$ cat src/design/mbd_pkg.sv
// Shared constants, types and channel arithmetic for the mipmap box downsampler.
`default_nettype none
package mbd_pkg;

    localparam int MAX_WIDTH    = 4096;
    localparam int HEIGHT_LIMIT = 4096;
    localparam int LINE_DEPTH   = MAX_WIDTH / 2;
    localparam int IDX_W        = $clog2(LINE_DEPTH);
    localparam int CNT_W        = $clog2(MAX_WIDTH);
    localparam int SIZE_W       = 13;
    localparam int PIX_W        = 32;
    localparam int CH_W         = 8;
    localparam int CH_SUM_W     = 9;
    localparam int NUM_CH       = 4;
    localparam int SUM_W        = NUM_CH * CH_SUM_W;
    localparam int SIZE_RESET   = 256;

    typedef enum logic [0:0] {
        REG_SRC_WIDTH  = 1'b0,
        REG_SRC_HEIGHT = 1'b1
    } cfg_reg_t;

    typedef struct packed {
        logic             pair_end;
        logic             even_row;
        logic             last;
        logic [IDX_W-1:0] idx;
    } scan_ctl_t;

    function automatic logic [SUM_W-1:0] pair_sum(input logic [PIX_W-1:0] a,
                                                  input logic [PIX_W-1:0] b);
        logic [SUM_W-1:0] s;
        s = '0;
        for (int k = 0; k < NUM_CH; k++) begin
            s[k*CH_SUM_W +: CH_SUM_W] = {1'b0, a[k*CH_W +: CH_W]} + {1'b0, b[k*CH_W +: CH_W]};
        end
        return s;
    endfunction

    function automatic logic [PIX_W-1:0] box_average(input logic [SUM_W-1:0] top,
                                                     input logic [SUM_W-1:0] bottom);
        logic [PIX_W-1:0]    r;
        logic [CH_SUM_W:0]   t;
        r = '0;
        for (int k = 0; k < NUM_CH; k++) begin
            t = {1'b0, top[k*CH_SUM_W +: CH_SUM_W]} + {1'b0, bottom[k*CH_SUM_W +: CH_SUM_W]};
            r[k*CH_W +: CH_W] = t[CH_SUM_W:2];
        end
        return r;
    endfunction

endpackage
`default_nettype wire

$ cat src/design/mbd_scan.sv
// Size registers and raster position counters with per-pixel control decode.
`default_nettype none
module mbd_scan (
    input  wire logic                        aclk,
    input  wire logic                        aresetn,
    input  wire logic                        cfg_we,
    input  wire logic [0:0]                  cfg_index,
    input  wire logic [mbd_pkg::SIZE_W-1:0]  cfg_data,
    input  wire logic                        advance,
    output mbd_pkg::scan_ctl_t               ctl
);

    localparam int SW = mbd_pkg::SIZE_W;
    localparam int CW = mbd_pkg::CNT_W;

    logic [SW-1:0] width_reg, width_next;
    logic [SW-1:0] height_reg, height_next;
    logic [CW-1:0] col_reg, col_next;
    logic [CW-1:0] row_reg, row_next;
    logic [SW-1:0] w_eff, h_eff, w_even, h_even;
    logic [SW-1:0] col_ext, row_ext, col_inc, row_inc;

    always_comb begin
        width_next  = width_reg;
        height_next = height_reg;
        if (cfg_we) begin
            unique case (mbd_pkg::cfg_reg_t'(cfg_index))
                mbd_pkg::REG_SRC_WIDTH:  width_next  = cfg_data;
                mbd_pkg::REG_SRC_HEIGHT: height_next = cfg_data;
                default:                 width_next  = width_reg;
            endcase
        end
    end

    always_comb begin
        if (width_reg < SW'(2)) begin
            w_eff = SW'(2);
        end else if (width_reg > SW'(mbd_pkg::MAX_WIDTH)) begin
            w_eff = SW'(mbd_pkg::MAX_WIDTH);
        end else begin
            w_eff = width_reg;
        end
        if (height_reg < SW'(2)) begin
            h_eff = SW'(2);
        end else if (height_reg > SW'(mbd_pkg::HEIGHT_LIMIT)) begin
            h_eff = SW'(mbd_pkg::HEIGHT_LIMIT);
        end else begin
            h_eff = height_reg;
        end
    end

    assign w_even  = {w_eff[SW-1:1], 1'b0};
    assign h_even  = {h_eff[SW-1:1], 1'b0};
    assign col_ext = SW'(col_reg);
    assign row_ext = SW'(row_reg);
    assign col_inc = col_ext + SW'(1);
    assign row_inc = row_ext + SW'(1);

    assign ctl.pair_end = (col_ext < w_even) && (row_ext < h_even) && col_reg[0];
    assign ctl.even_row = ~row_reg[0];
    assign ctl.last     = (row_inc == h_even) && (col_inc == w_even);
    assign ctl.idx      = col_reg[CW-1:1];

    always_comb begin
        col_next = col_reg;
        row_next = row_reg;
        if (advance) begin
            if (col_inc >= w_eff) begin
                col_next = '0;
                row_next = (row_inc >= h_eff) ? '0 : row_inc[CW-1:0];
            end else begin
                col_next = col_inc[CW-1:0];
            end
        end
    end

    always_ff @(posedge aclk) begin
        if (!aresetn) begin
            width_reg  <= SW'(mbd_pkg::SIZE_RESET);
            height_reg <= SW'(mbd_pkg::SIZE_RESET);
            col_reg    <= '0;
            row_reg    <= '0;
        end else begin
            width_reg  <= width_next;
            height_reg <= height_next;
            col_reg    <= col_next;
            row_reg    <= row_next;
        end
    end

endmodule
`default_nettype wire

$ cat config.mk
export PLATFORM = sky130hd
export DESIGN_NAME = mbd_scan
export DESIGN_NICKNAME = d
export VERILOG_FILES = /design/src/design/mbd_pkg.sv /design/src/design/mbd_scan.sv
export SDC_FILE = /design/constraint.sdc
export NUM_CORES = 1
export LEC_CHECK = 0
export BUFFER_PORTS_ARGS = -buffer_cell sky130_fd_sc_hd__buf_2
export CORE_MARGIN = 2
export CORE_UTILIZATION = 30
export CTS_CLUSTER_DIAMETER = 120
export DETAILED_ROUTE_END_ITERATION = 8
export GPL_ROUTABILITY_DRIVEN = 0
export GPL_TIMING_DRIVEN = 0
export MAX_ROUTING_LAYER = met4
export PLACE_DENSITY = 0.45
export SETUP_SLACK_MARGIN = 0.15
export SLEW_MARGIN = 20
export SYNTH_ARGS = -nofsm -noshare
export SYNTH_HDL_FRONTEND = slang
export SYNTH_SLANG_ARGS = --single-unit
export TNS_END_PERCENT = 5
$ cat constraint.sdc
create_clock -name aclk -period 6.45 [get_ports aclk]
set_input_delay 0.645 -clock aclk [delete_from_list [all_inputs] [get_ports aclk]]
set_output_delay 0.645 -clock aclk [all_outputs]
set_load 0.1 [all_outputs]
==> results.cfg <==
[final_layout]
area_growth_pct = 13.3
nNetsFinal = 571
drive_above_1_share = 0.119
antenna_cells = 0

[synth]
synth_top_cell_by_area = dfxtp_1
synthTopCellsByCount = 106 x nand2_1, 50 x dfxtp_1, 48 x ha_1
ys_ff_latch = 50
synth_mux_area_frac = 0.00824
synth-compound-area-share = 0.179
async_flop_share = 0
ys_top_cells_by_area = dfxtp_1 27%, ha_1 16%, nand2_1 11%
synth_cells = 467
synth_seq_area_share = 0.275
syn-num-nets = 533
yosys.area.top_type_share = 0.275
yosys.area_share.simple = 0.274
synth_edf_count = 0
syn_avg_cell_area_um2 = 7.80
synth-adder-area-share = 0.165
yosys.cell_types.count = 44
yosysWarnings = 0
synth_top_family_by_area = simple AND/OR/NAND/NOR gates
synth.most_common_cell = nand2_1
synth-xor-area-share = 0.0481
synth-main-ff-cell = dfxtp_1
syn_area_um2 = 3640

[drt]
dr.pass1.iters = 6
drtIter0Drc = 86
drc = 0
wire_per_inst_um = 15.9
ant_nets = 0
dr_total_vias = 3407
wl_um = 10400
routed_via_density = 5.22

[clocking]
tritoncts = built
h-tree-depth = 2
cts_root_buffer = clkbuf_16
clk_latency_ns = 0.30
cts.sinks = 50
postCtsSetupBuffers = 0
post_cts_resized = 0
path_clk_slew_ns = 0.08
cts_hold_buf = 0
cts_max_path_buffers = 2
numCtsBuffers = 5

[worst_hold_path]
min_from = height_reg[0]$_SDFFE_PN0P_
holdPathStages = 2
hold_end = height_reg[0]$_SDFFE_PN0P_
hp-class = reg -> reg

[critical_path]
crit_chain = ha_1 -> and3_1 -> and3_1 -> buf_2 -> nand3_1 -> xnor2_1 -> ha_1 -> and4_1 -> nand2_1 -> nor3_1 -> buf_2
path_max_fanout = 8
rrSetupSlack_ns = 2.71
cpPeakStageDelay_ns = 0.50
worst_path_max_delay_cell = dfxtp_1
path_buf_inv = 2
ff2ff_path_depth = 12
r2r-start = row_reg[0]$_SDFFE_PN0P_
critPathTopFamily = simple AND/OR/NAND/NOR gates
critPathArrivalTime_ns = 3.49
critical_path_required_ns = 5.80
start_kind = flip-flop
regToRegEndpoint = row_reg[0]$_SDFFE_PN0P_
worst-setup-path-type = reg -> out
end_kind = output pin

[die]
die_y_um = 114
floorplan.initialDensity = 0.306
dieArea_um2 = 13000
ios = 32
rows = 40
coreArea_um2 = 11900
dieWidth_um = 114

[grt]
grt_max_degree = 17
grt_pass1_vias = 3307
antenna_found_initial = 0
grt_usage = 0.172
grt_pass1_wl_um = 17200
grt-ovfl-total = 0

[placement]
dpl.hpwl_um = 8370
dp_worst_setup_slack_ns = 2.65
io_buffers = 31

[timing]
whs_ns = 0.456
fin_setup_tns_ns = 0
max_freq_mhz = 242
setup_viol = 0
rsz0062_at_grt = false
fin_crit_sh = 0.641
fin_ws_ns = 2.31
worst_slew_pin_slew_ns = 0.904
min_period_ns = 4.14
slew_viol_final = 0
finClkSkew_ns = 0.00983
hold_violations = 0
slew_headroom = 0.397

[power]
power_uw = 723
p_leak_nw = 1.79
p_int_uw = 504
vdd_drop_max_v = 0.000100
swShare = 0.302
p_sw_uw = 218
pwr-share-seq = 0.454
pwr-share-comb = 0.174
p_per_area_nw_per_um2 = 175
pwr-share-clk = 0.372

[run]
cap_viol_max_count = 0

[status]
status = finished, final reports clean
==> tightest hold or removal path: cells and delay by family, from the launching register on <==
family / cells / cell delay, ns
flip-flops: 1 / 0.31
AO/OA/AOI/OAI: 1 / 0.05
AND/OR/NAND/NOR: 1 / 0.05
==> area by class of cell <==
cell class	instances	area, um2
Clock inverter	3	21.3
Timing Repair Buffer	31	155
Tap cell	147	184
Inverter	5	18.8
Multi-Input combinational cell	380	2460
Sequential cell	50	1000
Fill cell	1317	7780
Clock buffer	5	125
Buffer	32	168
==> power by group through the flow <==
stage	sequential, mW	clock (mW)	combinational [mW]
floorplan	0.332	0	0.0903
global placement	0.335	0	0.125
CTS	0.328	0.279	0.127
detailed placement	0.335	0	0.126
global route	0.330	0.291	0.142
finish	0.328	0.269	0.126
==> per-layer routing <==
metal  GRT usage  up-vias  routed length, um
li1            -     1766                  -
met1       0.253     1573               5580
met2       0.250       60               4330
met3      0.0217        8                338
met4      0.0382        0                128
met5           -        -                  0
==> cells in the final DEF (no fill, tap or decap), types with 2 or more instances in the layout <==
cell type / instances
nor3b_1: 4
mux2i_1: 3
nand2_1: 106
nand3_1: 16
nand3b_1: 5
a211oi_1: 5
inv_1: 5
and2_1: 5
nor3_1: 4
and3_1: 9
nor2b_1: 7
clkbuf_1: 15
xnor2_1: 11
a21oi_1: 45
o21a_1: 2
buf_4: 11
clkbuf_16: 5
or4_1: 2
a221oi_1: 7
o2111ai_1: 2
nand2b_1: 2
dfxtp_1: 50
a21o_1: 13
buf_2: 35
nand4_1: 21
ha_1: 48
o22ai_1: 8
o211ai_1: 6
xor2_1: 9
nor4_1: 5
o21ai_0: 4
nor2_1: 18
and4_1: 3
==> kinds of logic (layout without fill, tap and decap cells) <==
kind of cell / count (synthesis) / after routing
flip-flops: 50 / 50
buffers and inverters: 37 / 76
AND/OR/NAND/NOR: 209 / 209
multiplexers: 3 / 3
adder cells (fa/ha/maj): 48 / 48
XOR/XNOR: 20 / 20
AO/OA/AOI/OAI: 100 / 100
==> through the flow <==
step	area (um2)	std cells	util
finish	4130	653	0.347
global route	4130	653	0.347
CTS	4130	653	0.347
global placement	3980	645	0.334
detailed placement	3980	645	0.334
floorplan	3640	467	-
==> worst max path at each step <==
| stage | startpoint | end | slack [ns] | cells past startpoint |
|---|---|---|---|---|
| finish | row_reg[0]$_SDFFE_PN0P_ | ctl[11] | 2.31 | 11 |
| global route | row_reg[0]$_SDFFE_PN0P_ | ctl[11] | 2.07 | 11 |
| CTS | row_reg[0]$_SDFFE_PN0P_ | ctl[11] | 2.31 | 11 |
| detailed placement | row_reg[0]$_SDFFE_PN0P_ | ctl[11] | 2.65 | 11 |
| global placement | row_reg[0]$_SDFFE_PN0P_ | ctl[11] | 2.64 | 11 |
| floorplan | width_reg[12]$_SDFFE_PN0P_ | ctl[13] | 1.25 | 9 |
Note: power is estimated with default switching activity, not from simulation.
